## src/rtl/bmp_dec_pkg.sv

```systemverilog
// ----------------------------------------------------------------------------
// bmp_dec_pkg
// types and constants shared by the bmp raster decoder front, queue and back
// ----------------------------------------------------------------------------
package bmp_dec_pkg;

  localparam int unsigned CFG_IW      = 2;
  localparam int unsigned CFG_DW      = 13;
  localparam int unsigned POS_W       = 12;
  localparam int unsigned QUEUE_DEPTH = 4;

  typedef enum logic [CFG_IW-1:0] {
    CFG_DEPTH_MODE   = 2'd0,
    CFG_IMAGE_WIDTH  = 2'd1,
    CFG_IMAGE_HEIGHT = 2'd2
  } cfg_reg_e;

  typedef enum logic [1:0] {
    DEPTH_1BPP  = 2'd0,
    DEPTH_4BPP  = 2'd1,
    DEPTH_8BPP  = 2'd2,
    DEPTH_24BPP = 2'd3
  } depth_e;

  typedef enum logic {
    CMD_PAL_LOAD = 1'b0,
    CMD_RASTER   = 1'b1
  } cmd_e;

  typedef enum logic [2:0] {
    JOB_PAL_WR,
    JOB_MONO,
    JOB_NIBBLE,
    JOB_INDEX,
    JOB_RGB
  } job_kind_e;

  typedef struct packed {
    cmd_e       cmd;
    logic [7:0] data_byte;
    logic [7:0] pal_index;
    logic [7:0] pal_red;
    logic [7:0] pal_green;
    logic [7:0] pal_blue;
  } in_item_t;

  typedef struct packed {
    logic [7:0]       pixel_red;
    logic [7:0]       pixel_green;
    logic [7:0]       pixel_blue;
    logic [POS_W-1:0] pixel_column;
    logic [POS_W-1:0] pixel_row;
    logic             last_of_item;
    logic             last_of_image;
  } out_item_t;

  // one decoded byte (three gathered bytes in 24 bpp) or palette write, handed from front to back
  typedef struct packed {
    job_kind_e        kind;
    logic [7:0]       idx;
    logic [23:0]      rgb;
    logic [3:0]       cnt;
    logic [POS_W-1:0] col;
    logic [POS_W-1:0] row;
    logic             last_img;
  } job_t;

  typedef struct packed {
    logic valid;
    logic full;
  } queue_status_t;

endpackage

```

## src/rtl/bmp_dec_queue.sv

```systemverilog
// ----------------------------------------------------------------------------
// bmp_dec_queue
// small job queue between the front and back parts
// ----------------------------------------------------------------------------
module bmp_dec_queue (
  input  logic                       clk_i,
  input  logic                       rst_ni,
  input  logic                       push_i,
  input  bmp_dec_pkg::job_t          job_i,
  input  logic                       pop_i,
  output bmp_dec_pkg::queue_status_t status_o,
  output bmp_dec_pkg::job_t          job_o
);
  import bmp_dec_pkg::*;

  localparam int unsigned AW = $clog2(QUEUE_DEPTH);
  localparam int unsigned CW = $clog2(QUEUE_DEPTH + 1);

  job_t          entry_q [QUEUE_DEPTH];
  logic [AW-1:0] wr_ptr_q, rd_ptr_q;
  logic [CW-1:0] count_q;
  logic          do_push, do_pop;

  assign status_o.valid = count_q != '0;
  assign status_o.full  = count_q == CW'(QUEUE_DEPTH);
  assign job_o          = entry_q[rd_ptr_q];
  assign do_push        = push_i && !status_o.full;
  assign do_pop         = pop_i && status_o.valid;

  always_ff @(posedge clk_i) begin
    if (do_push) begin
      entry_q[wr_ptr_q] <= job_i;
    end
  end

  always_ff @(posedge clk_i or negedge rst_ni) begin
    if (!rst_ni) begin
      wr_ptr_q <= '0;
      rd_ptr_q <= '0;
      count_q  <= '0;
    end else begin
      if (do_push) begin
        wr_ptr_q <= (wr_ptr_q == AW'(QUEUE_DEPTH - 1)) ? '0 : wr_ptr_q + AW'(1);
      end
      if (do_pop) begin
        rd_ptr_q <= (rd_ptr_q == AW'(QUEUE_DEPTH - 1)) ? '0 : rd_ptr_q + AW'(1);
      end
      if (do_push && !do_pop) begin
        count_q <= count_q + CW'(1);
      end else if (do_pop && !do_push) begin
        count_q <= count_q - CW'(1);
      end
    end
  end

endmodule

```

## config.mk

```make
export PLATFORM = sky130hd
export DESIGN_NAME = bmp_dec_queue
export DESIGN_NICKNAME = d
export VERILOG_FILES = /design/src/rtl/bmp_dec_pkg.sv /design/src/rtl/bmp_dec_queue.sv
export SDC_FILE = /design/constraint.sdc
export NUM_CORES = 1
export LEC_CHECK = 0
export BUFFER_PORTS_ARGS = -buffer_cell sky130_fd_sc_hd__buf_2
export CORE_MARGIN = 3
export CORE_UTILIZATION = 51
export CTS_CLUSTER_DIAMETER = 50
export DETAILED_ROUTE_END_ITERATION = 10
export GPL_ROUTABILITY_DRIVEN = 0
export PLACE_DENSITY = 0.68
export SLEW_MARGIN = 10
export SYNTH_ARGS = -nofsm -noshare
export SYNTH_HDL_FRONTEND = slang
export SYNTH_SLANG_ARGS = --single-unit
```

## constraint.sdc

```tcl
create_clock -name clk_i -period 5.4 [get_ports clk_i]
set_clock_uncertainty 0.2 [all_clocks]
set_input_delay 1.08 -clock clk_i [delete_from_list [all_inputs] [get_ports clk_i]]
set_output_delay 1.08 -clock clk_i [all_outputs]
set_load 0.01 [all_outputs]
```

==> Yosys cells after proc, flatten, opt, wreduce, memory -nomap -nowiden <==
Memories as Yosys holds them, arrays and structs flattened.
Index checks and enable logic that the tools add are counted.
{ "word_totals": {"regBits": 7, "ram_bits": 256, "wordCells": 26, "mem_count": 1} }
{ "mem_list": {"columns": ["memory", "depth", "word_bits", "read_ports", "rd_clocked_by_memory_dff", "write_ports", "line", "text"], "rows": [
  ["entry_q", 4, 64, 1, 0, 1, "bmp_dec_queue.sv:19", "job_t entry_q [QUEUE_DEPTH];"]
]} }
{ "op_classes": {"n_addsub": 4, "eq_ne": 3, "n_mux": 6, "reduce_logical": 9} }
{ "op_table": {"columns": ["operator", "count"], "rows": [
  ["3-bit two-way mux", 2],
  ["2-bit by 1-bit adder with 2-bit output, second input constant", 2],
  ["2-bit equality test, second input constant", 2],
  ["1-bit logical AND", 4],
  ["2-bit two-way mux", 2],
  ["3-bit by 1-bit adder with 3-bit output, second input constant", 1],
  ["3-bit equality test, second input constant", 1],
  ["1-bit zero test", 3],
  ["3-bit nonzero test", 1],
  ["3-bit by 1-bit subtractor with 3-bit output, second input constant", 1],
  ["1-bit two-way mux", 2],
  ["2-bit nonzero test", 1]
]} }

==> Depth between registers and ports, before layout <==
{ "depth": {"word_depth": 7, "depth_mapped": 8, "mapped_depth_nobuf": 8} }

==> Worst setup path after synthesis <==
Ideal clock, no wire load.
{ "synth_timing": {"path_type": "input -> register", "from": "input port push_i", "to": "memory entry_q[3][0] in the netlist's numbering (enable)", "setup_time_ps": 488, "t_arrival_ps": 3824, "slack_ps": 888, "path_stages": 2, "path_cell_list": "nand2_1 -> nor2_1"} }
{ "synth_via": {"elab_chain_cells": 3} }
{ "synth_rtl": {"columns": ["item", "line", "text"], "rows": [
  ["start: declaration", "bmp_dec_queue.sv:8", "input logic push_i,"],
  ["1-bit logical AND", "bmp_dec_queue.sv:27", "assign do_push = push_i && !status_o.full;"],
  ["1-bit two-way mux", "bmp_dec_queue.sv:31", "if (do_push) begin"],
  ["1-bit two-way mux (implied by the code)", "bmp_dec_queue.sv:32", "entry_q[wr_ptr_q] <= job_i;"],
  ["end: declaration", "bmp_dec_queue.sv:19", null]
]} }
No other way between the ends.

==> impl_metrics.env <==
export IMPL_status="finished, final reports clean"
export IMPL_grtUsageTotal=0.1670
export IMPL_finalCritPeriodShare=0.7324
export IMPL_die_w_um=143.7
export IMPL_design_core_area_um2=18270
export IMPL_first_pass_iters=4
export IMPL_grt_overflow=0
export IMPL_drive_above_1_share=0.4670
export IMPL_worstMarginPinSlew_ns=1.102
export IMPL_timing_fmax_mhz=252.8
export IMPL_multi_input_area_um2=1700
export IMPL_synth_cell_area_um2=9664
export IMPL_ys_types=19
export IMPL_grt_max_degree=67
export IMPL_min_period_ns=3.955
export IMPL_setup_violations=0
export IMPL_crit_type="reg -> out"
export IMPL_numCtsBuffers=29
export IMPL_hold_violations=0
export IMPL_clock_sinks=263
export IMPL_syn_to_final_growth_pct=19.48
export IMPL_antenna_cells=0
export IMPL_dieArea_um2=20640
export IMPL_ant_nets=0
export IMPL_drt_iter0_drc=210
export IMPL_fillers=1264
export IMPL_io_buffers=133
export IMPL_setup_tns_final_ns=0
export IMPL_htreeDepth=1
export IMPL_rsz0062_at_grt="no"
export IMPL_mostFrequentLayoutCell="edfxtp_1"
export IMPL_maxSlewViolCount=0
export IMPL_synthCells=371
export IMPL_post_cts_setup_buffer_count=0
export IMPL_cp_end_kind="output port"
export IMPL_synth_seq_cells=263
export IMPL_leakage_nw=3.983
export IMPL_worstPathArrival_ns=2.68
export IMPL_antenna_found_initial=1
export IMPL_clk_pin_slew_ns=0.06
export IMPL_pre_cts_ws_ns=1.895
export IMPL_wire_per_inst_um=21.82
export IMPL_syn_nets=446
export IMPL_slew_headroom=0.2636
export IMPL_clock_latency_ns=0.51
export IMPL_ios=134
export IMPL_viasPerCell=5.622
export IMPL_final_cell_mix="256 x edfxtp_1, 133 x buf_2, 64 x mux4_2"
export IMPL_vias=4357
export IMPL_drt_wl_total_mm=16.91
export IMPL_powerDensity_nw_per_um2=569.1
export IMPL_cts_hold_fix_buffers=0
export IMPL_area_sequential_um2=7870
export IMPL_worstPathRequired_ns=4.12
export IMPL_holdCritPathClass="in -> async"
export IMPL_path_max_fanout=41
export IMPL_start_util=0.5290
export IMPL_totalPowerFinal_w=0.006572
export IMPL_grt_first_pass_wirelength_mm=26.08
export IMPL_cts_tree="done"
export IMPL_fin_util=0.6320
export IMPL_die_h_um=143.7
export IMPL_cap_violations=0
export IMPL_grt_pass1_vias=4779
export IMPL_nets=599
export IMPL_cts_resized=0
export IMPL_ys_seq_area_frac=0.8136
export IMPL_cp_start_kind="flop"
export IMPL_ir_drop_v=0.0004920
export IMPL_fin_ws_ns=1.445
export IMPL_synth_warnings=0
export IMPL_clock_root_buffer="clkbuf_16"
export IMPL_clock_path_buffers=3
export IMPL_avgSynthCellArea_um2=26.05
export IMPL_rows=49
export IMPL_drc=0
export IMPL_holdWs_ns=0.1867
export IMPL_dp_hpwl_mm=9.563
-- layout make-up --
type	instances	area share
tap	229	0.02481
sequential	263	0.6815
clock buffer	30	0.06317
inverter	3	0.0009752
clock inverter	23	0.02156
multi-input combinational	91	0.1473
timing repair buffer	136	0.06068
-- final timing paths --
path	start	end	slack (ns)	cells after the start
max in group asynchronous	rst_ni	rd_ptr_q[1]$_DFFE_PN0P_	4.63	1
hold / removal	rst_ni	count_q[2]$_DFFE_PN0P_	0.19	1
min in group clk_i	count_q[2]$_DFFE_PN0P_	count_q[2]$_DFFE_PN0P_	0.33	1
setup / recovery	rd_ptr_q[0]$_DFFE_PN0P_	job_o[46]	1.44	3
setup reg to reg	count_q[2]$_DFFE_PN0P_	entry_q[2][12]$_DFFE_PP_	2.81	3
hold reg to reg	count_q[2]$_DFFE_PN0P_	count_q[2]$_DFFE_PN0P_	0.33	1
-- flip-flops by register name, indices dropped and copies added, names as in the netlist --
signal	flops
wr_ptr_q	2
rd_ptr_q	2
entry_q	256
count_q	3
-- report_power, final --
part           leakage, nW  switching, W  internal, W
registers             2.42      0.000291      0.00270
logic                 1.07      0.000790     0.000819
clock network        0.484      0.000745      0.00122
-- Yosys cell counts --
cell,number,share of area
and2_1,3,0.0019
buf_2,6,0.0031
buf_4,2,0.0016
buf_6,5,0.0058
clkbuf_1,1,0.00039
dfrtp_1,7,0.018
edfxtp_1,256,0.80
fa_1,1,0.0021
ha_1,6,0.0078
inv_1,3,0.0012
mux2_2,5,0.0058
mux4_2,64,0.15
nand2_1,2,0.00078
nor2_1,4,0.0016
nor2b_1,1,0.00065
nor3b_2,1,0.0013
or3_1,1,0.00065
xnor2_1,1,0.00091
xor2_1,2,0.0018
-- cell families after synthesis --
kind of cell / Yosys count / synth area share
muxes: 69 / 0.1550
adders and majority gates: 7 / 0.009839
DFF: 263 / 0.8136
xor gates and xnor gates: 3 / 0.002719
buffers and inverters: 17 / 0.01204
and+or+nand+nor: 12 / 0.006862
-- layer usage --
layer | global-route usage | share of wire
met5 | 0 | 0.00077
met3 | 0.03594 | 0.056
met2 | 0.2811 | 0.51
met1 | 0.2267 | 0.42
met4 | 0.04311 | 0.018
-- worst max-delay path, stage by stage, from the launching register on --
cell and delay, ns:
dfrtp_4 0.97, buf_4 0.46, mux4_2 0.56, buf_2 0.16
-- per-stage QoR --
stage / std cells / area [um^2]
6_report: 775 / 11550
5_1_grt: 775 / 11550
4_1_cts: 775 / 11550
3_5_place_dp: 722 / 10570
3_3_place_gp: 722 / 10570
2_1_floorplan: 371 / 9664
Power figures use the tool's default switching activity.
