[config.mk]
export PLATFORM = sky130hd
export DESIGN_NAME = bmp_dec_front
export DESIGN_NICKNAME = d
export VERILOG_FILES = /design/src/rtl/bmp_dec_pkg.sv /design/src/rtl/bmp_dec_front.sv
export SDC_FILE = /design/constraint.sdc
export NUM_CORES = 1
export LEC_CHECK = 0
export ABC_CLOCK_PERIOD_IN_PS = 16100
export BUFFER_PORTS_ARGS = -buffer_cell sky130_fd_sc_hd__buf_2
export CORE_MARGIN = 3
export CORE_UTILIZATION = 35
export DETAILED_ROUTE_END_ITERATION = 6
export GPL_TIMING_DRIVEN = 1
export RECOVER_POWER = 25
export SETUP_SLACK_MARGIN = 0.4
export SLEW_MARGIN = 5
export SYNTH_ARGS = -nofsm -noshare
export SYNTH_HDL_FRONTEND = slang
export SYNTH_SLANG_ARGS = --single-unit
[constraint.sdc]
create_clock -name clk_i -period 16.1 [get_ports clk_i]
set_input_delay 0.805 -clock clk_i [delete_from_list [all_inputs] [get_ports clk_i]]
set_output_delay 0.805 -clock clk_i [all_outputs]
set_load 0.01 [all_outputs]
[src/rtl/bmp_dec_pkg.sv]
// ----------------------------------------------------------------------------
// bmp_dec_pkg
// types and constants shared by the bmp raster decoder front, queue and back
// ----------------------------------------------------------------------------
package bmp_dec_pkg;

  localparam int unsigned CFG_IW      = 2;
  localparam int unsigned CFG_DW      = 13;
  localparam int unsigned POS_W       = 12;
  localparam int unsigned QUEUE_DEPTH = 4;

  typedef enum logic [CFG_IW-1:0] {
    CFG_DEPTH_MODE   = 2'd0,
    CFG_IMAGE_WIDTH  = 2'd1,
    CFG_IMAGE_HEIGHT = 2'd2
  } cfg_reg_e;

  typedef enum logic [1:0] {
    DEPTH_1BPP  = 2'd0,
    DEPTH_4BPP  = 2'd1,
    DEPTH_8BPP  = 2'd2,
    DEPTH_24BPP = 2'd3
  } depth_e;

  typedef enum logic {
    CMD_PAL_LOAD = 1'b0,
    CMD_RASTER   = 1'b1
  } cmd_e;

  typedef enum logic [2:0] {
    JOB_PAL_WR,
    JOB_MONO,
    JOB_NIBBLE,
    JOB_INDEX,
    JOB_RGB
  } job_kind_e;

  typedef struct packed {
    cmd_e       cmd;
    logic [7:0] data_byte;
    logic [7:0] pal_index;
    logic [7:0] pal_red;
    logic [7:0] pal_green;
    logic [7:0] pal_blue;
  } in_item_t;

  typedef struct packed {
    logic [7:0]       pixel_red;
    logic [7:0]       pixel_green;
    logic [7:0]       pixel_blue;
    logic [POS_W-1:0] pixel_column;
    logic [POS_W-1:0] pixel_row;
    logic             last_of_item;
    logic             last_of_image;
  } out_item_t;

  // one decoded byte (three gathered bytes in 24 bpp) or palette write, handed from front to back
  typedef struct packed {
    job_kind_e        kind;
    logic [7:0]       idx;
    logic [23:0]      rgb;
    logic [3:0]       cnt;
    logic [POS_W-1:0] col;
    logic [POS_W-1:0] row;
    logic             last_img;
  } job_t;

  typedef struct packed {
    logic valid;
    logic full;
  } queue_status_t;

endpackage

[src/rtl/bmp_dec_front.sv]
// ----------------------------------------------------------------------------
// bmp_dec_front
// accepts items, keeps the raster position and turns pixel data bytes into jobs
// ----------------------------------------------------------------------------
module bmp_dec_front #(
  parameter int unsigned MAX_WIDTH  = 4096,
  parameter int unsigned MAX_HEIGHT = 4096
) (
  input  logic                                  clk_i,
  input  logic                                  rst_ni,
  input  logic                                  in_valid_i,
  output logic                                  in_ready_o,
  input  bmp_dec_pkg::in_item_t                 in_i,
  input  logic                                  cfg_valid_i,
  output logic                                  cfg_ready_o,
  input  logic [bmp_dec_pkg::CFG_IW-1:0]        cfg_index_i,
  input  logic [bmp_dec_pkg::CFG_DW-1:0]        cfg_data_i,
  input  bmp_dec_pkg::queue_status_t            q_status_i,
  output logic                                  push_o,
  output bmp_dec_pkg::job_t                     job_o
);
  import bmp_dec_pkg::*;

  localparam int unsigned WW = $clog2(MAX_WIDTH + 1);
  localparam int unsigned HW = $clog2(MAX_HEIGHT + 1);
  localparam int unsigned RW = WW + 2;

  depth_e          mode_q;
  logic [WW-1:0]   width_q;
  logic [HW-1:0]   height_q;
  logic [WW-1:0]   col_q, col_d;
  logic [HW-1:0]   row_q, row_d;
  logic [RW-1:0]   rbc_q, rbc_d;
  logic [1:0]      phase_q, phase_d;
  logic [15:0]     held_q, held_d;

  logic [WW-1:0]   wr_width;
  logic [HW-1:0]   wr_height;
  logic [RW-1:0]   w_ext, data_len, row_len, rbc_nxt;
  logic [WW-1:0]   col_left, end_col;
  logic [3:0]      cnt;
  logic            accept, in_data, row_end;
  logic [7:0]      b;

  assign in_ready_o  = !q_status_i.full;
  assign cfg_ready_o = 1'b1;
  assign accept      = in_valid_i && in_ready_o;
  assign b           = in_i.data_byte;

  // saturate register writes to the supported range
  always_comb begin
    wr_width = WW'(MAX_WIDTH);
    if (cfg_data_i == '0) begin
      wr_width = WW'(1);
    end else if (32'(cfg_data_i) <= MAX_WIDTH) begin
      wr_width = WW'(cfg_data_i);
    end
    wr_height = HW'(MAX_HEIGHT);
    if (cfg_data_i == '0) begin
      wr_height = HW'(1);
    end else if (32'(cfg_data_i) <= MAX_HEIGHT) begin
      wr_height = HW'(cfg_data_i);
    end
  end

  // bytes of pixel data per row, and row length padded to four bytes
  always_comb begin
    w_ext = RW'(width_q);
    unique case (mode_q)
      DEPTH_1BPP:  data_len = (w_ext + RW'(7)) >> 3;
      DEPTH_4BPP:  data_len = (w_ext + RW'(1)) >> 1;
      DEPTH_8BPP:  data_len = w_ext;
      DEPTH_24BPP: data_len = w_ext + (w_ext << 1);
      default:     data_len = w_ext;
    endcase
    row_len = (data_len + RW'(3)) & ~RW'(3);
    rbc_nxt = rbc_q + RW'(1);
    row_end = rbc_nxt >= row_len;
    in_data = rbc_q < data_len;
  end

  always_comb begin
    col_left = width_q - col_q;
    cnt      = 4'd1;
    unique case (mode_q)
      DEPTH_1BPP: cnt = (col_left >= WW'(8)) ? 4'd8 : col_left[3:0];
      DEPTH_4BPP: cnt = (col_left >= WW'(2)) ? 4'd2 : 4'd1;
      default:    cnt = 4'd1;
    endcase
    end_col = col_q + WW'(cnt);
  end

  always_comb begin
    job_o.kind     = JOB_PAL_WR;
    job_o.idx      = in_i.pal_index;
    job_o.rgb      = {in_i.pal_red, in_i.pal_green, in_i.pal_blue};
    job_o.cnt      = cnt;
    job_o.col      = POS_W'(col_q);
    job_o.row      = POS_W'(height_q - HW'(1) - row_q);
    job_o.last_img = (row_q == height_q - HW'(1)) && (end_col >= width_q);
    push_o         = 1'b0;
    col_d          = col_q;
    row_d          = row_q;
    rbc_d          = rbc_q;
    phase_d        = phase_q;
    held_d         = held_q;
    if (accept) begin
      if (in_i.cmd == CMD_PAL_LOAD) begin
        push_o = 1'b1;
      end else begin
        job_o.idx = b;
        job_o.rgb = {b, held_q};
        if (in_data) begin
          unique case (mode_q)
            DEPTH_1BPP: begin
              job_o.kind = JOB_MONO;
              push_o     = 1'b1;
              col_d      = end_col;
            end
            DEPTH_4BPP: begin
              job_o.kind = JOB_NIBBLE;
              push_o     = 1'b1;
              col_d      = end_col;
            end
            DEPTH_8BPP: begin
              job_o.kind = JOB_INDEX;
              push_o     = 1'b1;
              col_d      = end_col;
            end
            default: begin
              job_o.kind = JOB_RGB;
              if (phase_q == 2'd0) begin
                held_d  = {8'd0, b};
                phase_d = 2'd1;
              end else if (phase_q == 2'd1) begin
                held_d  = {b, held_q[7:0]};
                phase_d = 2'd2;
              end else begin
                push_o  = 1'b1;
                col_d   = end_col;
                held_d  = '0;
                phase_d = 2'd0;
              end
            end
          endcase
        end
        rbc_d = rbc_nxt;
        if (row_end) begin
          rbc_d   = '0;
          col_d   = '0;
          phase_d = 2'd0;
          held_d  = '0;
          row_d   = (row_q + HW'(1) >= height_q) ? '0 : row_q + HW'(1);
        end
      end
    end
  end

  always_ff @(posedge clk_i or negedge rst_ni) begin
    if (!rst_ni) begin
      mode_q   <= DEPTH_8BPP;
      width_q  <= WW'(1);
      height_q <= HW'(1);
      col_q    <= '0;
      row_q    <= '0;
      rbc_q    <= '0;
      phase_q  <= 2'd0;
      held_q   <= '0;
    end else if (cfg_valid_i && cfg_ready_o) begin
      // a write to a defined register restarts the image
      case (cfg_index_i)
        CFG_DEPTH_MODE:   mode_q   <= depth_e'(cfg_data_i[1:0]);
        CFG_IMAGE_WIDTH:  width_q  <= wr_width;
        CFG_IMAGE_HEIGHT: height_q <= wr_height;
        default: ;
      endcase
      if (cfg_index_i == CFG_DEPTH_MODE || cfg_index_i == CFG_IMAGE_WIDTH ||
          cfg_index_i == CFG_IMAGE_HEIGHT) begin
        col_q   <= '0;
        row_q   <= '0;
        rbc_q   <= '0;
        phase_q <= 2'd0;
        held_q  <= '0;
      end
    end else begin
      col_q   <= col_d;
      row_q   <= row_d;
      rbc_q   <= rbc_d;
      phase_q <= phase_d;
      held_q  <= held_d;
    end
  end

endmodule

; ---- Yosys cells after proc, flatten, opt, wreduce, memory -nomap -nowiden
; Index checks and enable logic that the tools add are counted.
[totals]
ff_bits = 87
output_inout_bits = 67
[classes]
n_addsub = 10
magnitude_cmp = 7
eq_ne = 12
muxes = 53
reduce_logical = 22
[op_table]
columns = operator, count
row1 = 2-to-1 mux 13 bit, 16
row2 = 2-to-1 mux 16 bit, 9
row3 = 2-to-1 mux 15 bit, 5
row4 = 2-to-1 mux 35 bit, 2
row5 = case mux 15 bit (4 select lines), 1
row6 = greater-or-equal comparator 13 bit, 2
row7 = 2-to-1 mux 2 bit, 10
row8 = adder 13 x 14 -> 15 bit, 1
row9 = adder 15 x 1 -> 15 bit (second input constant), 1
row10 = adder 15 x 2 -> 15 bit (second input constant), 1
row11 = greater-or-equal comparator 15 bit, 1
row12 = less-than comparator 15 bit, 1
row13 = adder 13 x 1 -> 14 bit (second input constant), 1
row14 = adder 13 x 3 -> 14 bit (second input constant), 1
row15 = adder 13 x 1 -> 13 bit (second input constant), 1
row16 = adder 13 x 4 -> 13 bit, 1
row17 = equality test 13 bit, 1
row18 = greater-or-equal comparator 13 x 2 -> 1 bit (second input constant), 1
row19 = greater-or-equal comparator 13 x 4 -> 1 bit (second input constant), 1
row20 = <= comparator 13 bit (second input constant), 1
row21 = logical NOT 13 bit, 1
row22 = subtractor 13 x 1 -> 13 bit (second input constant), 1
row23 = subtractor 13 bit, 1
row24 = != test 4 bit (second input constant), 3
row25 = other kinds (22), 40

; ---- Logic depth before layout (Yosys ltp)
; Gate-level depths: netlist of run 1.
[depth]
word_depth = 13
ltp_mapped = 26

; ---- Worst setup path before layout of run 1
; OpenSTA, ideal clock, no wires.
[synth_timing]
path_kind = register to output
from = reg width_q[0]
to = out job_o[0] (netlist bit)
t_arrival_ps = 5787
t_required_ps = 15295
setup_slack_ps = 9508
path_stages_with_launch = 25
path_cell_list = dfstp_2 -> inv_1 -> ha_1 -> fa_1 -> nand2b_1 -> a21boi_0 -> o211ai_1 -> o41ai_1 -> nand3_1 -> nor4_1 -> or3b_1 -> o22ai_1 -> ha_1 -> fa_1 -> a21o_1 -> a21oi_1 -> nor4_1 -> and3_1 -> nand3_1 -> xnor2_1 -> ha_1 -> or4_1 -> nand4_1 -> or4_1 -> nor4b_1
[synth_rtl]
columns = element, line
row1 = from (decl), bmp_dec_front.sv:29  ; logic [WW-1:0] width_q;
row2 = from (signal assigned), bmp_dec_front.sv:173  ; CFG_IMAGE_WIDTH: width_q <= wr_width;
row3 = to (decl), bmp_dec_front.sv:20  ; output bmp_dec_pkg::job_t job_o

==> results of run 1 <==
per-stage QoR:
| stage | area [um2] | setup WS (ns) | instances |
|---|---|---|---|
| 2_1_floorplan | 9140 | 9.51 | 1158 |
| 3_3_place_gp | 9980 | 8.43 | 1570 |
| 3_5_place_dp | 9980 | 8.35 | 1570 |
| 4_1_cts | 10300 | 7.92 | 1586 |
| 5_1_grt | 10300 | 7.36 | 1586 |
| 6_report | 10300 | 7.93 | 1586 |
logic make-up (layout without fill, tap and decap cells):
| family | count (synthesis) | after routing | synth area share |
|---|---|---|---|
| and+or+nand+nor | 434 | 434 | 0.233 |
| AOI/OAI and AO/OA | 302 | 302 | 0.220 |
| buffers and inverters | 128 | 226 | 0.0599 |
| adders and majority gates | 109 | 109 | 0.152 |
| xor gates and xnor gates | 89 | 89 | 0.0861 |
| DFF | 87 | 87 | 0.239 |
| muxes | 8 | 8 | 0.00971 |
| other | 1 | 1 | 0.000410 |
worst max-delay path: cells and delay by family (launching register included):
family	cells	cell delay, ns
AND/OR/NAND/NOR	10	3.23
AO/OA/AOI/OAI	7	1.20
buffers and inverters	2	0.34
adder cells (fa/ha/maj)	5	1.33
XOR/XNOR	1	0.24
flip-flops	1	0.67
power by group through the flow:
| stage | Clock, mW | Combinational (mW) | Sequential [mW] |
|---|---|---|---|
| after floorplan | 0 | 0.412 | 0.267 |
| after global placement | 0 | 0.548 | 0.281 |
| after detailed placement | 0 | 0.557 | 0.282 |
| after CTS | 0.249 | 0.561 | 0.278 |
| after global routing | 0.258 | 0.628 | 0.282 |
| final | 0.244 | 0.560 | 0.278 |
placed cells by master (no fill, tap or decap), drive strengths merged, types with 4 or more instances in the layout:
cell type | Yosys | routed
o21bai | 5 | 5
a21oi | 53 | 53
o21a | 7 | 7
or2 | 6 | 6
nand2b | 19 | 19
inv | 78 | 81
ha | 105 | 105
xor2 | 18 | 18
o211ai | 11 | 11
mux2i | 4 | 4
nor3 | 20 | 20
a21o | 24 | 24
o21ai | 101 | 101
and3 | 18 | 18
a31oi | 9 | 9
o2bb2ai | 5 | 5
nor2b | 11 | 11
dfrtp | 84 | 84
and4 | 4 | 4
a221oi | 7 | 7
nor2 | 45 | 45
a211oi | 6 | 6
nand3b | 6 | 6
buf | 19 | 129
nand2 | 202 | 202
and2 | 7 | 7
or4 | 5 | 5
fa | 4 | 4
mux2 | 4 | 4
nand4 | 16 | 16
xnor2 | 71 | 71
clkbuf | 31 | 12
nand3 | 43 | 43
o31ai | 8 | 8
or3 | 5 | 5
nor4 | 19 | 19
a211o | 4 | 4
a22o | 29 | 29
per-layer routing:
layer  global-route usage  wire [um]  vias up
met1                0.259      12400     4095
met2                0.312      12500      188
met4               0.0605        645        0
met3               0.0229       1180       41
li1                     -          -     4320
met5                    0          0        -
area by class of cell:
class	instances	share of cell area
Clock buffer	9	0.0219
Clock inverter	7	0.0101
Inverter	78	0.0284
Multi-Input combinational cell	943	0.623
Sequential cell	87	0.212
Tap cell	330	0.0401
Timing Repair Buffer	132	0.0650
how the worst max path moves through the flow:
stage | slack [ns] | endpoint | cells after the start
after global placement | 8.43 | job_o[0] | 25
after CTS | 7.92 | job_o[0] | 25
after detailed placement | 8.35 | job_o[0] | 25
after floorplan | 9.51 | job_o[0] | 24
after global routing | 7.36 | job_o[0] | 25
final | 7.93 | job_o[0] | 25
flip-flops by register name (all words and copies together) (netlist names):
signal,cells
row_q,13
held_q,16
height_q,13
phase_q,2
rbc_q,15
width_q,13
col_q,13
mode_q,2
==> flow_summary_export.csv, run 1 <==
group,metric,value,unit
outcome,status,"finished, violations left",
outcome,failed_checks,"capacitance limit, slew limit",
timing,setup_viol,0,
setup_path,slowest_delay,0.67,ns
placed_design,portBuffers,126,
route,via_per_inst,5.45,
cells_and_area,seqCellArea,2180,um2
route,ant_nets,0,
synth,synthArstFlopShare,1.00,
pwr,power,1.08,mW
synth,synthTopCellsByArea,"dfrtp_1, ha_1, nand2_1",
floorplan,die_x,168,um
setup_path,cp_slowest_cell,"dfstp_2",
cells_and_area,multi_input_area,6420,um2
cells_and_area,n_fill_cell,2611,
timing,rsz0062_at_grt,"false",
setup_path,cp-start-kind,"flop",
setup_path,r2r-end,"row_q[5]",
pwr,p_int,614,uW
route,routed-via-count,8644,
synth,yosys.area.top_type,"dfrtp_1",
clock_network,clockBufferDepth,2,
clock_network,cts-root-buf,"clkbuf_16",
grt,grt.total_usage,0.189,
timing,maxSlewHeadroom,-1.56,
floorplan,ioPinCount,129,
floorplan,die_h,168,um
route,drc_errors,0,
synth,synthTopCellsByCount,"nand2_1, ha_1, o21ai_0",
floorplan,placementRows,58,
timing,worst_pin_slew,3.83,ns
timing,finalCritPeriodShare,0.508,
setup_path,rrSetupSlack,9.45,ns
route,drt_pre_antenna_iters,5,
clock_network,cts_setup_buffers,0,
grt,gr-total-overflow,0,
clock_network,cts.sinks,87,
synth,synth_most_common_cell,"nand2_1",
setup_path,critical_path_required,15.29,ns
synth,synth.top_cell.area_share,0.230,
synth,synth-edff-count,0,
synth,synthCells,1158,
setup_path,crit_path_end_kind,"output port",
floorplan,die-area,28100,um2
pwr,clkPwrFrac,0.226,
pwr,p_sw,469,uW
timing,fin_hold_ws,0.495,ns
grt,grt_pass1_wl,43400,um
synth,ys.flop_type,"dfrtp_1",
setup_path,worstRegToRegCells,17,
cells_and_area,fin_nets,1422,
placed_design,place.gp.congestion,0.910,
synth,syn_nets,1329,
setup_path,cp_max_fo,10,
pwr,power_frac_seq,0.257,
timing,finalSetupTns,0,ns
synth,synth_warnings,0,
cells_and_area,syn2layout_area_growth,12.7,%
clock_network,tritoncts,"built",
route,drt_first_iter_violations,652,
timing,fmax,122,MHz
cells_and_area,antenna_cells,0,
pwr,power_leakage,4.87,nW
cells_and_area,final_core_util,0.406,
synth,postSynthAreaPerCell,7.90,um2
cells_and_area,final_layout_size_suffix_gt1_frac,0.145,
floorplan,fp.coreArea,25400,um2
grt,antenna_found_initial,0,
min_path,hold_end,"row_q[6]",
timing,slew_violations,73,
min_path,whs_path_depth,1,
timing,clock_skew,0.0119,ns
placed_design,dp_hpwl,21000,um
grt,grt_max_degree,73,
clock_network,clk_latency,0.37,ns
floorplan,start_util,0.360,
timing,hold_violations,0,
pwr,p_per_area,105,nW/um2
synth,synth-seq-cells,87,
synth,yosysUniqueCellTypes,83,
clock_network,ctsResizeCount,0,
synth,syn_area,9140,um2
grt,grt_pass1_vias,8290,
setup_path,crit_type,"flop to output port",
clock_network,htree_levels,3,
route,wl_per_cell,16.8,um
min_path,hold_start,"row_q[6]",
synth,ys_seq_area_frac,0.239,
timing,fin_crit,8.17,ns
clock_network,clk_pin_slew,0.08,ns
clock_network,cts-buffers-inserted,9,
run,drv_cap,1,
pwr,p_sw_frac,0.433,
setup_path,startpoint,"width_q[0]",
route,wl,26700,um
setup_path,worstPathArrival,7.37,ns
clock_network,cts_hold_buf,0,
pwr,ir_drop,118,uV
setup_path,r2r_start,"width_q[0]",
min_path,hold_class,"flop to flop",
pwr,combPwrFrac,0.517,
(Power assumes the default switching activity.)
==> inputs of run 2 (changes only) <==
- ABC_AREA: not set -> 1
- ABC_CLOCK_PERIOD_IN_PS: 16100 -> 7900
- clock period: 16.1 -> 7.9 ns (I/O delays scaled with it)
==> flow_summary_export.csv, run 2 <==
group,metric,value,unit
setup_path,cp_slowest_cell,"dfstp_2",
cells_and_area,layout_commonest_cell,"nand2_1",
synth,synth-edff-count,0,
synth,synth_compound_area_frac,0.104,
clock_network,htree_levels,3,
pwr,ir_drop,159,uV
timing,setup_viol,0,
timing,worst_pin_slew,3.81,ns
route,ant_nets,0,
grt,antenna_found_initial,0,
cells_and_area,final_layout_size_suffix_gt1_frac,0.0969,
synth,synthSimpleGateAreaFrac,0.357,
timing,layout_setup_ws,1.72,ns
run,drv_cap,1,
cells_and_area,fin_nets,1735,
clock_network,clockBufferDepth,2,
timing,clock_skew,0.00930,ns
synth,synthTopCellsByArea,"dfrtp_1, nand2_1, ha_1",
floorplan,die-area,28700,um2
clock_network,clk_pin_slew,0.08,ns
floorplan,die_h,170,um
route,wl,26900,um
outcome,status,"finished, violations left",
synth,synth.top_cell.area_share,0.225,
synth,ys_seq_area_frac,0.233,
setup_path,critical_path_required,7.51,ns
grt,gr-total-overflow,0,
placed_design,post-place-cells,1887,
synth,synthArstFlopShare,1.00,
setup_path,cp-start-kind,"flop",
cells_and_area,reg_top3,"held_q: 16 flops, rbc_q: 15 flops",
timing,fin_crit,6.18,ns
setup_path,worstPathArrival,5.78,ns
route,routed-via-count,9490,
cells_and_area,n_fill_cell,2858,
setup_path,cp_max_fo,10,
floorplan,start_util,0.358,
grt,grt_pass1_vias,9220,
placed_design,dp_slack,2.19,ns
route,via_per_inst,4.98,
synth,synth-seq-cells,87,
synth,synthCells,1459,
setup_path,crit_type,"flop to output port",
setup_path,path_common_cell,"nand2_1",
clock_network,tritoncts,"built",
timing,finalSetupTns,0,ns
timing,slew_violations,71,
synth,syn_nets,1630,
route,drt_pre_antenna_iters,5,
route,wl_per_cell,14.1,um
placed_design,dp_hpwl,21600,um
synth,synth_most_common_cell,"nand2_1",
synth,yosysUniqueCellTypes,42,
placed_design,place.gp.congestion,0.900,
clock_network,cts.sinks,87,
floorplan,ioPinCount,129,
synth,yosys.area.top_type,"dfrtp_1",
grt,grt.total_usage,0.191,
clock_network,cts_hold_buf,1,
synth,synth_top_family_by_area,"simple AND/OR/NAND/NOR gates",
floorplan,placementRows,59,
setup_path,slowest_delay,0.64,ns
timing,rsz0062_at_grt,"false",
cells_and_area,layout.cells.non_filler,1904,
route,drt_first_iter_violations,564,
timing,hold_violations,0,
route,drc_errors,0,
synth,ys.flop_type,"dfrtp_1",
cells_and_area,multi_input_area,6200,um2
synth,synthTopCellsByCount,"nand2_1, inv_1, nand3_1",
synth,synth.area.mux_share,0,
cells_and_area,layout_common_cells,"nand2_1, inv_1, nand3_1, buf_2, ha_1",
cells_and_area,largest_reg_flops,16,
cells_and_area,regMostFlops,"held_q",
min_path,hold_class,"primary input to flop",
cells_and_area,syn2layout_area_growth,12.2,%
synth,postSynthAreaPerCell,6.41,um2
clock_network,cts_setup_buffers,0,
grt,grt_pass1_wl,45300,um
clock_network,ctsResizeCount,0,
pwr,power_leakage,5.75,nW
clock_network,cts-buffers-inserted,9,
cells_and_area,seqCellArea,2180,um2
floorplan,fp.coreArea,26100,um2
timing,fmax,162,MHz
timing,maxSlewHeadroom,-1.54,
placed_design,portBuffers,126,
grt,grt_max_degree,71,
setup_path,crit_path_end_kind,"output port",
timing,finalCritPeriodShare,0.782,
cells_and_area,antenna_cells,0,
outcome,failed_checks,"capacitance limit, slew limit",
synth,synth_fa_ha_area_frac,0.149,
clock_network,cts-root-buf,"clkbuf_16",
synth,syn_area,9360,um2
floorplan,die_x,170,um
clock_network,clk_latency,0.36,ns
synth,synth_xor_area_frac,0.0524,
pwr,p_per_area,208,nW/um2
synth,synth_warnings,0,
## run 2: cell types whose count changed in the layout (fill, tap and decap cells not counted), sizes merged, moves of 33 or more
cell	delta
xor2	+33
inv	+127
xnor2	-66
nand2	+282
nand3	+71
nor2	+43
## run 2: report_power, final
group / internal (mW) / leakage [nW] / switching [mW]
combinational: 0.434 / 4.44 / 0.752
sequential: 0.497 / 1.17 / 0.0708
clock: 0.221 / 0.141 / 0.205
## run 2: logic make-up (layout without fill, tap and decap cells)
kind of cell / after synthesis / count (layout)
flip-flops: 87 / 87
XOR/XNOR: 56 / 56
AO/OA/AOI/OAI: 184 / 184
buffers and inverters: 241 / 351
other: 1 / 1
adder cells (fa/ha/maj): 109 / 109
AND/OR/NAND/NOR: 781 / 781
## run 2: layout make-up
type                    instances  area share
inverters                     204      0.0730
flip-flops and latches         87       0.208
repair buffers                131      0.0614
clock inverters                 7     0.00584
multi-input cells            1131       0.591
clock buffers                   9      0.0215
well taps                     335      0.0399
## run 2: worst paths after layout
| check | startpoint | to | slack (ns) | cells after the start |
|---|---|---|---|---|
| max | width_q[0] | job_o[0] | 1.72 | 32 |
| min | in_i[37] | held_q[5] | 0.32 | 3 |
| max reg2reg | width_q[2] | col_q[8] | 2.21 | 26 |
| min reg2reg | held_q[7] | held_q[7] | 0.47 | 2 |
| max in group asynchronous | rst_ni | col_q[1] | 2.92 | 3 |
| min in group asynchronous | rst_ni | rbc_q[12] | 0.80 | 2 |
## run 2: stage by stage
stage | util | total power [mW] | instance area, um2 | hold slack (ns)
after CTS | 0.403 | 2.20 | 10500 | 0.312
final | 0.402 | 2.18 | 10500 | 0.322
after detailed placement | 0.391 | 1.76 | 10200 | 0.304
after global routing | 0.402 | 2.40 | 10500 | 0.336
after floorplan | - | 1.42 | 9360 | 0.0994
after global placement | 0.391 | 1.75 | 10200 | 0.299
## run 2: worst max-delay path: cells and delay by family, from the launching register on
kind                       cells  cell delay [ns]
buffers and inverters          4             0.44
xor gates and xnor gates       1             0.23
AOI/OAI and AO/OA              4             0.83
DFF                            1             0.64
and+or+nand+nor               18             1.97
adders and majority gates      5             1.31
## run 2: per-layer routing
layer | GRT usage | part of all wire
met1 | 0.261 | 0.47
met2 | 0.320 | 0.47
met3 | 0.0249 | 0.044
met4 | 0.0491 | 0.016
met5 | 0 | 0
